<file path="src/rtl/skvt_pkg.sv">
`default_nettype none

package skvt_pkg;

	localparam int KEY_W        = 64;
	localparam int VAL_W        = 64;
	localparam int CAPACITY_DEF = 16;

	localparam logic OP_INSERT = 1'b0;
	localparam logic OP_LOOKUP = 1'b1;

	// Command broadcast from the control logic to every cell of the row.
	typedef struct packed {
		logic             ins_en;
		logic             look_en;
		logic [KEY_W-1:0] key;
		logic [VAL_W-1:0] value;
	} cmd_t;

endpackage

`default_nettype wire

</file>
<file path="src/rtl/skvt_cell.sv">
`default_nettype none

module skvt_cell (
	input  wire                         clk,
	input  wire                         occ,
	input  skvt_pkg::cmd_t              cmd,
	input  wire [skvt_pkg::KEY_W-1:0]   left_key,
	input  wire [skvt_pkg::VAL_W-1:0]   left_value,
	input  wire                         left_ge,
	input  wire                         left_lt,
	output logic [skvt_pkg::KEY_W-1:0]  key_q,
	output logic [skvt_pkg::VAL_W-1:0]  value_q,
	output logic                        ge,
	output logic                        lt,
	output logic                        hit_q,
	output logic [skvt_pkg::VAL_W-1:0]  hit_value_q
);
	import skvt_pkg::*;

	logic eq;

	// An empty cell counts as greater so that the new pair lands in the first free slot.
	assign ge = !occ || (key_q > cmd.key);
	assign lt = occ && (key_q < cmd.key);
	assign eq = occ && (key_q == cmd.key);

	always_ff @(posedge clk) begin
		if (cmd.ins_en && ge) begin
			if (left_ge) begin
				key_q   <= left_key;
				value_q <= left_value;
			end else begin
				key_q   <= cmd.key;
				value_q <= cmd.value;
			end
		end
		// The first matching cell is the one whose left neighbor holds a smaller key.
		if (cmd.look_en) begin
			hit_q       <= eq && left_lt;
			hit_value_q <= (eq && left_lt) ? value_q : '0;
		end
	end

endmodule

`default_nettype wire

</file>
<file path="config.mk">
export PLATFORM = sky130hd
export DESIGN_NAME = skvt_cell
export DESIGN_NICKNAME = d
export VERILOG_FILES = /design/src/rtl/skvt_pkg.sv /design/src/rtl/skvt_cell.sv
export SDC_FILE = /design/constraint.sdc
export NUM_CORES = 1
export LEC_CHECK = 0
export BUFFER_PORTS_ARGS = -buffer_cell sky130_fd_sc_hd__buf_2
export CAP_MARGIN = 20
export CORE_AREA = 2 2 176 178
export DETAILED_ROUTE_END_ITERATION = 10
export DIE_AREA = 0 0 178 180
export PLACE_DENSITY_LB_ADDON = 0.12
export SLEW_MARGIN = 40
export SYNTH_ARGS = -nofsm -noshare
export SYNTH_HDL_FRONTEND = slang
export SYNTH_SLANG_ARGS = --single-unit
export TNS_END_PERCENT = 10
</file>
<file path="constraint.sdc">
create_clock -name clk -period 11.65 [get_ports clk]
set_input_delay 1.7475 -clock clk [delete_from_list [all_inputs] [get_ports clk]]
set_output_delay 1.7475 -clock clk [all_outputs]
set_load 0.02 [all_outputs]
</file>
==> summary.md, run 1 <==
| Metric | Value |
|---|---|
| Status | `completed` |
| Critical path type | `input port to primary output` |
| Register area | `0.00580 mm²` |
| Post-Place Cells | `1543` |
| Compound-Gate Fraction of Synth Area | `6.67%` |
| Reg2Reg Launch Point | `key_q[60]` |
| Seq/Total Area, Yosys | `62.6%` |
| Largest net degree at the start of global routing | `97` |
| Clk_skew | `0.0154 ns` |
| RSZ-0062 raised after global routing | `false` |
| Synthesized area | `0.00925 mm²` |
| Tot Pwr | `0.00172 W` |
| Seq cells post-synth | `193` |
| Dpl cell area | `0.0120 mm²` |
| Max Cap Violations | `0` |
| Number of I/O pins | `457` |
| Worst-margin pin slew | `0.692 ns` |
| Crit. Startpoint | `cmd[125]` |
| Post-synth top flop | `edfxtp_1` |
| Mean Syn Cell Area | `13.0 µm²` |
| Total number of yosys warnings | `0` |
| Xor/xnor cell area share of the yosys netlist | `0%` |
| Design Area, Final | `0.0126 mm²` |
| Area leader, netlist | `edfxtp_1` |
| Mapped Cells | `713` |
| Core Box Area | `0.0302 mm²` |
| Hpwl dp | `22600 µm` |
| CTS buffer count | `17` |
| DRC | `0` |
| Share of layout cells above drive strength 1 | `47.8%` |
| WL/cell | `18.1 µm` |
| Fillers | `2954` |
| Final setup viols | `0` |
| LEAKAGE | `5.66 nW` |
| CP endpoint | `lt` |
| Post-synth top area share | `62.6%` |
| Nets | `1492` |
| Syn nets | `1039` |
| Final wirelength | `28500 µm` |
| PortBufs | `456` |
| Simple-gate share of the synthesized area | `10.0%` |
| Clk sinks | `193` |
| Hold Slack | `0.541 ns` |
| Most instantiated cells after synthesis | `edfxtp_1, nand2_1, o21ai_0` |
| Adder-cell area share of the yosys netlist | `8.65%` |
| Total gr overflow | `0` |
| CTS tree | `done` |
| Layout Cells excl Fill | `1574` |
| Multi-input gate area | `0.00310 mm²` |
| Post-synthesis mux area share | `7.91%` |
| Vias/cell | `4.44` |
| Hold Vio Cnt, Final | `0` |
| Initial Util | `30.6%` |
| Critical path capture point type | `primary output` |
| Post-synth EDFFs | `193` |
| TNS Setup | `0 ns` |
| First-pass GRT wire length | `41200 µm` |
| Root buffer cell | `clkbuf_16` |
| Peak VDD IR | `0.0911 mV` |
| CTS clk-pin slew, worst paths | `0.08 ns` |
| GRT Util Overall | `17.4%` |
| Die Ht | `180 µm` |
| R2r setup slk | `8.02 ns` |
| Initial antenna violation count | `1` |
| Largest family of logic cells by synthesized area | `simple AND/OR/NAND/NOR gates` |
| Worst-Skew Late Latency | `0.43 ns` |
| Post-CTS Setup Bufs | `0` |
| Antenna-violating nets left | `0` |
| Rel. slew slack | `53.8%` |
| Cts repair resizes | `0` |
| Diode count | `0` |
| Worst flop-to-flop path endpoint | `value_q[36]` |
| Max clock buf depth | `2` |
| Synth unique cells | `33` |
| Most common cell in the netlist | `edfxtp_1` |
| Ranking of synthesized cells by area | `edfxtp_1, ha_1, mux2_2, and2_1, o21ai_0` |
| GP Congestion | `0.770` |
| HP Class | `register to register` |
| First-pass DRT Iterations | `4` |
| Final Cycle Share | `51.5%` |
| H-tree Lvls | `4` |
| Die footprint | `0.0320 mm²` |
| PwrDens | `137 mW/mm²` |
| Crit path DAT | `4.25 ns` |
| CP Data Required Time | `9.90 ns` |
| Worst Setup Start Kind | `input port` |
| Vias in the first global route | `6939` |
| Placement Rows | `64` |
| Drt first-iter violations | `354` |
| R2R depth | `8` |
| Worst-path fanout max | `3` |
| Synth-to-Final Area Change | `36.0%` |
| Hold Path Cell Cnt | `1` |
| Post-CTS Hold Buffers | `0` |
| Final Max Tran Viols | `0` |
| Via count | `6983` |
| Die W | `178 µm` |
| Ys async rst share | `0%` |
| Fin crit period | `6.00 ns` |
| FMAX | `167 MHz` |
## worst min-delay path by stage
stage | startpoint | to | slack [ns]
after detailed placement | value_q[44] | hit_value_q[44] | 0.53
after CTS | value_q[48] | hit_value_q[48] | 0.55
after global routing | value_q[22] | hit_value_q[22] | 0.55
after global placement | value_q[22] | hit_value_q[22] | 0.53
after floorplan | value_q[10] | hit_value_q[10] | 0.68
final | value_q[22] | hit_value_q[22] | 0.54
## state kept, by name, summed over array words and instances (netlist names)
register     cells
value_q         64
key_q           64
hit_value_q     64
hit_q            1
## stage by stage
stage	utilization, %	worst slack [ns]
4_1_cts	41.6	5.51
3_3_place_gp	39.7	5.29
5_1_grt	41.7	5.45
6_report	41.7	5.65
3_5_place_dp	39.7	5.51
2_1_floorplan	-	1.74
## per-layer routing
| layer | routed length (µm) | track usage, % | vias to the layer above |
|---|---|---|---|
| met4 | 288 | 3.54 | 2 |
| met5 | 12 | 0 | - |
| li1 | - | - | 3475 |
| met1 | 11400 | 20.2 | 3221 |
| met2 | 14400 | 30.9 | 271 |
| met3 | 2440 | 5.86 | 14 |
## layout make-up
| class | count | area share [%] |
|---|---|---|
| Clock inverter | 14 | 1.29 |
| Multi-Input combinational cell | 425 | 24.6 |
| Clock buffer | 17 | 3.38 |
| Tap cell | 396 | 3.94 |
| Sequential cell | 193 | 46.1 |
| Timing Repair Buffer | 462 | 18.7 |
| Inverter | 67 | 2.00 |
## logic make-up (layout without fill, tap and decap cells)
| group | after synthesis | after routing |
|---|---|---|
| AND/OR/NAND/NOR | 181 | 181 |
| multiplexers | 65 | 65 |
| buffers and inverters | 95 | 560 |
| AO/OA/AOI/OAI | 115 | 115 |
| flip-flops | 193 | 193 |
| adder cells (fa/ha/maj) | 64 | 64 |
## where the power goes
group	switching, W	total [W]	internal, W
Clock	0.000298	0.000588	0.000290
Combinational	0.000178	0.000288	0.000109
Sequential	0.0000202	0.000842	0.000822
## critical path: stages
cell,delay (ns)
buf_2,0.09
inv_1,0.05
ha_1,0.29
nand4_1,0.16
nor4_2,0.56
nand2_1,0.18
nor4_1,0.62
a2111oi_2,0.18
and2_1,0.21
buf_2,0.15
## layout by cell type (no fill, tap or decap)
| cell type | n |
|---|---|
| nor2_1 | 7 |
| a21oi_1 | 27 |
| nor3_4 | 1 |
| o21ai_0 | 72 |
| inv_1 | 67 |
| buf_4 | 2 |
| buf_6 | 5 |
| clkinv_4 | 4 |
| inv_12 | 1 |
| nor4_1 | 2 |
| a2111o_1 | 1 |
| nor3_1 | 1 |
| a22oi_1 | 1 |
| a21oi_4 | 1 |
| a221oi_1 | 2 |
| nand4b_1 | 1 |
| nand2b_1 | 1 |
| a211oi_1 | 2 |
| a21o_1 | 2 |
| a31oi_1 | 1 |
| ha_1 | 64 |
| and2_1 | 65 |
| o31ai_1 | 1 |
| o21ai_1 | 1 |
| o21a_1 | 1 |
| inv_6 | 2 |
| mux2_2 | 65 |
| o211ai_1 | 1 |
| inv_8 | 4 |
| nand2_1 | 79 |
| nor2b_1 | 2 |
| nand3_1 | 6 |
| a21boi_0 | 1 |
| nand4_1 | 14 |
| buf_2 | 455 |
| clkinv_8 | 3 |
| edfxtp_1 | 193 |
| nor4_2 | 2 |
| a2111oi_2 | 1 |
| clkbuf_16 | 17 |
(Power assumes the default switching activity.)
==> run 2: changes to the inputs <==
==> constraint.sdc (replaced) <==
create_clock -name clk -period 5.01 [get_ports clk]
set_input_delay 0.7515 -clock clk [delete_from_list [all_inputs] [get_ports clk]]
set_output_delay 0.7515 -clock clk [all_outputs]
set_load 0.02 [all_outputs]
==> run 2 against run 1 <==
Compared with the run above:
- sequential power is 130% higher
- clock skew shrank 0.0014 ns
- sequential cell count unchanged
- final cell count is 0.19% higher
- setup slack lost 4.6 ns
- clock power is 130% higher
- largest power group unchanged
- via count is 0.52% higher
- core utilization rose by 0.071 points
- largest cell class unchanged
- critical path depth increased by 1
- non-clock buffer count is 1 higher
==> summary.md, run 2 (synthesis gave the netlist of run 1 again) <==
| Metric | Value |
|---|---|
| Status | `completed` |
| Fillers | `2971 (+0.58%)` |
| RSZ-0062 raised after global routing | `false` |
| Die W | `178 µm (unchanged)` |
| Layout Cells excl Fill | `1577 (+0.19%)` |
| TNS Setup | `0 ns (unchanged)` |
| Fin crit period | `3.98 ns` |
| Peak VDD IR | `0.226 mV (+150%)` |
| Setup WS post-layout | `1.03 ns (-4.62 ns)` |
| Root buffer cell | `clkbuf_16` |
| First-pass GRT wire length | `41500 µm (+0.62%)` |
| Dpl ws | `0.899 ns (-4.62 ns)` |
| Initial antenna violation count | `3 (+2)` |
| H-tree Lvls | `4 (unchanged)` |
| Hold Slack | `0.540 ns (-0.00120 ns)` |
| Drt first-iter violations | `309 (-13%)` |
| Final Cycle Share | `79.4%` |
| Worst Setup Start Kind | `input port` |
| GRT Util Overall | `17.4% (+0.048 points)` |
| Synth-to-Final Area Change | `36.2%` |
| Post-CTS Hold Buffers | `0 (unchanged)` |
| CTS clk-pin slew, worst paths | `0.07 ns (about the same)` |
| Worst-path fanout max | `2 (-1)` |
| Final setup viols | `0 (unchanged)` |
| Max clock buf depth | `2 (unchanged)` |
| Post-CTS Setup Bufs | `0 (unchanged)` |
| Total gr overflow | `0 (unchanged)` |
| FMAX | `251 MHz` |
| Nets | `1493 (+0.067%)` |
| Critical path type | `input port to primary output` |
| Hpwl dp | `22500 µm (-0.66%)` |
| PortBufs | `456 (unchanged)` |
| Commonest non-fill, non-tap cells in the layout | `buf_2, edfxtp_1, nand2_1, o21ai_0, inv_1` |
| Die Ht | `180 µm (unchanged)` |
| Final wirelength | `28600 µm (about the same)` |
| Cts repair resizes | `0 (unchanged)` |
| Worst-Skew Late Latency | `0.43 ns (about the same)` |
| Largest registers | `hit_value_q x64, key_q x64, value_q x64` |
| First-pass DRT Iterations | `4 (unchanged)` |
| Antenna-violating nets left | `0 (unchanged)` |
| Multi-input gate area | `0.00310 mm² (-0.16%)` |
| Placement Rows | `64 (unchanged)` |
| Clk sinks | `193 (unchanged)` |
| Vias in the first global route | `6943 (+0.058%)` |
| GP Congestion | `0.788 (+2.4%)` |
| Number of I/O pins | `457 (unchanged)` |
| WL/cell | `18.1 µm (-0.14%)` |
| PwrDens | `317 mW/mm² (+130%)` |
| DRC | `0 (unchanged)` |
| CP Data Required Time | `4.26 ns (-5.64 ns)` |
| CTS tree | `done` |
| R2r setup slk | `1.71 ns (-6.31 ns)` |
| CTS buffer count | `17 (unchanged)` |
| Via count | `7019 (+0.52%)` |
| LEAKAGE | `5.67 nW (+0.12%)` |
| Largest net degree at the start of global routing | `118 (+22%)` |
| Crit path DAT | `3.23 ns (-1.02 ns)` |
| Rel. slew slack | `47.0% (-6.8 points)` |
| Post-Place Cells | `1544 (+0.065%)` |
| Worst-margin pin slew | `0.794 ns (+0.102 ns)` |
| Core Box Area | `0.0302 mm² (unchanged)` |
| Vias/cell | `4.45 (+0.32%)` |
| Final Max Tran Viols | `0 (unchanged)` |
| Critical path capture point type | `primary output` |
| Commonest non-fill, non-tap cell in the layout | `buf_2` |
| Die footprint | `0.0320 mm² (unchanged)` |
| Max Cap Violations | `0 (unchanged)` |
| Register area | `0.00580 mm² (unchanged)` |
| Hold Vio Cnt, Final | `0 (unchanged)` |
| Share of layout cells above drive strength 1 | `47.7% (-0.081 points)` |
| Clk_skew | `0.0139 ns (-0.00143 ns)` |
| Initial Util | `30.6% (unchanged)` |
| HP Class | `register to register` |
[run 2: cell count changes in the layout (fill, tap and decap cells not counted)]
cell,before,now
buf_12,0,2
clkbuf_1,0,1
buf_4,2,5
clkinv_4,4,3
buf_8,0,1
a2111oi_1,0,1
a2111oi_2,1,0
clkinvlp_4,0,1
diode_2,0,1
buf_6,5,0
[run 2: per-layer routing]
layer / vias up / GRT usage [%] / share of wire, %
met5: - / 0 / 0.095
met2: 286 / 31.1 / 51
met4: 4 / 3.31 / 1.1
met1: 3238 / 20.2 / 39
li1: 3472 / - / -
met3: 19 / 5.84 / 9.1
[run 2: power breakdown]
group	total, W	internal, W	switching (W)	leakage, nW
Combinational	0.000673	0.000258	0.000415	3.54
Sequential	0.00196	0.00191	0.0000474	1.84
Clock	0.00137	0.000675	0.000690	0.284
[run 2: layout make-up]
cell class,instances,area share [%]
Timing Repair Buffer,463,18.8
Multi-Input combinational cell,425,24.6
Tap cell,396,3.93
Antenna cell,1,0.0199
Clock buffer,18,3.41
Sequential cell,193,46.0
Clock inverter,14,1.28
Inverter,67,2.00
[run 2: worst paths after layout]
kind | start | endpoint | cells past startpoint
hold reg to reg | value_q[57] | hit_value_q[57] | 1
hold / removal | value_q[57] | hit_value_q[57] | 1
setup reg to reg | key_q[38] | key_q[42] | 8
setup / recovery | cmd[107] | lt | 11
[run 2: stage by stage]
stage | total power (W) | utilization (%) | area (µm²)
2_1_floorplan | 0.00235 | - | 9260
3_3_place_gp | 0.00268 | 39.8 | 12000
3_5_place_dp | 0.00268 | 39.8 | 12000
4_1_cts | 0.00406 | 41.7 | 12600
5_1_grt | 0.00418 | 41.7 | 12600
6_report | 0.00400 | 41.7 | 12600
[run 2: worst max-delay path: stages]
cell and delay, ns:
buf_2 0.08, inv_1 0.04, ha_1 0.29, nand2_1 0.14
o21ai_0 0.18, a221oi_1 0.33, o21ai_1 0.14, a2111oi_1 0.75
buf_4 0.23, and2_1 0.12, buf_2 0.16
==> run 3: changes to the inputs <==
==> constraint.sdc (replaced) <==
create_clock -name clk -period 3.6 [get_ports clk]
set_input_delay 0.54 -clock clk [delete_from_list [all_inputs] [get_ports clk]]
set_output_delay 0.54 -clock clk [all_outputs]
set_load 0.02 [all_outputs]
==> run 3 against run 2 <==
Compared with the run above:
- final cell count rose by 1.4%
- combinational power rose by 47%
- core utilization rose by 1.1 points
==> summary.md, run 3 (synthesis gave the netlist of run 1 again) <==
| Metric | Value |
|---|---|
| CTS clk-pin slew, worst paths | `0.09 ns (+0.02 ns)` |
| Final Cycle Share | `95.7%` |
| Worst-path fanout max | `3 (+1)` |
| Design Area, Final | `0.0129 mm² (+2.6%)` |
| Dpl cell area | `0.0123 mm² (+2.1%)` |
| CTS buffer count | `17 (unchanged)` |
| Die Ht | `180 µm (unchanged)` |
| GP Congestion | `0.801 (+1.7%)` |
| Setup WS post-layout | `0.154 ns (-0.878 ns)` |
| Die W | `178 µm (unchanged)` |
| Largest net degree at the start of global routing | `102 (-14%)` |
| Via count | `7066 (+0.67%)` |
| Total gr overflow | `0 (unchanged)` |
| H-tree Lvls | `4 (unchanged)` |
| Post-CTS Hold Buffers | `0 (unchanged)` |
| Layout Cells excl Fill | `1599 (+1.4%)` |
| Critical path capture point type | `primary output` |
| Hpwl dp | `22800 µm (+1.6%)` |
| Max Cap Violations | `0 (unchanged)` |
| WL/cell | `17.5 µm (-3.1%)` |
| CTS tree | `done` |
| CP Data Required Time | `3.06 ns (-1.20 ns)` |
| Antenna-violating nets left | `0 (unchanged)` |
| Max clock buf depth | `2 (unchanged)` |
| Share of layout cells above drive strength 1 | `49.0% (+1.3 points)` |
| End of the worst hold path | `key_q[62]` |
| Peak VDD IR | `0.279 mV (+24%)` |
| LEAKAGE | `5.83 nW (+3.0%)` |
| Drt first-iter violations | `317 (+2.6%)` |
| Commonest non-fill, non-tap cell in the layout | `buf_2` |
| Initial antenna violation count | `2 (-1)` |
| Clk sinks | `193 (unchanged)` |
| Hold Path Cell Cnt | `3 (+2)` |
| R2R depth | `11 (+3)` |
| First-pass GRT wire length | `40700 µm (-1.9%)` |
| Final setup viols | `0 (unchanged)` |
| Worst flop-to-flop path endpoint | `value_q[11]` |
| Clk_skew | `0.0214 ns (+0.00749 ns)` |
| Initial Util | `30.6% (unchanged)` |
| Status | `completed` |
| Final Max Tran Viols | `0 (unchanged)` |
| Largest registers | `hit_value_q x64, key_q x64, value_q x64` |
| Core Box Area | `0.0302 mm² (unchanged)` |
| First-pass DRT Iterations | `4 (unchanged)` |
| Placement Rows | `64 (unchanged)` |
| Synth-to-Final Area Change | `39.7%` |
| Fin crit period | `3.45 ns` |
| Hold Vio Cnt, Final | `0 (unchanged)` |
| Rel. slew slack | `49.1% (+2.0 points)` |
| Die footprint | `0.0320 mm² (unchanged)` |
| Reg2Reg Launch Point | `key_q[62]` |
| Crit path DAT | `2.91 ns (-0.32 ns)` |
| DRC | `0 (unchanged)` |
| Worst Setup Start Kind | `register` |
| Root buffer cell | `clkbuf_16` |
| FMAX | `290 MHz` |
| Nets | `1515 (+1.5%)` |
| GRT Util Overall | `17.1% (-0.35 points)` |
| R2r setup slk | `0.57 ns (-1.14 ns)` |
| HP Class | `input port to register` |
| Vias in the first global route | `7162 (+3.2%)` |
| Commonest non-fill, non-tap cells in the layout | `buf_2, edfxtp_1, nand2_1, o21ai_0, inv_1` |
| Worst-Skew Late Latency | `0.43 ns (about the same)` |
| PortBufs | `456 (unchanged)` |
| Dpl ws | `0.225 ns (-0.673 ns)` |
| Number of I/O pins | `457 (unchanged)` |
| Final wirelength | `28100 µm (-1.7%)` |
| Critical path type | `register to primary output` |
| Worst hold start | `left_key[62]` |
| PwrDens | `434 mW/mm² (+37%)` |
| Vias/cell | `4.42 (-0.72%)` |
| Worst-margin pin slew | `0.764 ns (-0.0307 ns)` |
| Post-Place Cells | `1562 (+1.2%)` |
==> run 3: final cells by class <==
type,instances,area (µm²)
multi-input combinational,425,3140
inverter,67,251
fill,2950,17300
tap,396,495
timing repair buffer,485,2650
sequential,193,5800
antenna,2,5.00
clock inverter,14,168
clock buffer,17,425
==> run 3: timing repair <==
action | CTS | global route
setup endpoints to repair | 0 | 2
resized for setup | 0 | 5
buffers inserted | 0 | 4
==> run 3: critical path: stages (launching register included) <==
cell       delay, ns
edfxtp_1        0.41
ha_1            0.31
nand4_1         0.19
nor4_4          0.38
nand2_1         0.15
nor4_2          0.32
buf_4           0.16
a2111oi_1       0.04
buf_4           0.17
a21oi_1         0.16
buf_2           0.19
==> run 3: metal layers <==
metal	vias to the layer above	track usage (%)	wire length, µm
met2	286	32.2	14700
met4	0	3.34	247
met3	11	4.97	2320
met1	3244	18.8	10800
li1	3525	-	-
met5	-	0	0
==> run 3: through the flow <==
| step | util [%] | TNS [ns] | total power (W) | hold WS (ns) |
|---|---|---|---|---|
| floorplan | - | -105.67 | 0.00327 | 0.652 |
| global placement | 40.6 | 0 | 0.00377 | 0.529 |
| detailed placement | 40.6 | 0 | 0.00377 | 0.529 |
| CTS | 42.6 | 0 | 0.00568 | 0.363 |
| global route | 42.8 | -0.00755 | 0.00587 | 0.372 |
| finish | 42.8 | 0 | 0.00561 | 0.386 |
==> run 3: power breakdown <==
part | internal (W) | switching [W] | total (W)
Combinational | 0.000400 | 0.000586 | 0.000986
Sequential | 0.00266 | 0.0000677 | 0.00273
Clock | 0.000937 | 0.000963 | 0.00190
==> run 3: worst max-delay path by stage <==
stage	start	to	cells after the start	slack, ns
after floorplan	cmd[123]	key_q[0]	8	-0.83
after global placement	cmd[102]	key_q[57]	12	0.20
after detailed placement	cmd[94]	lt	12	0.23
after CTS	key_q[27]	lt	10	0.008
after global routing	key_q[61]	ge	10	-0.008
final	key_q[62]	ge	10	0.15
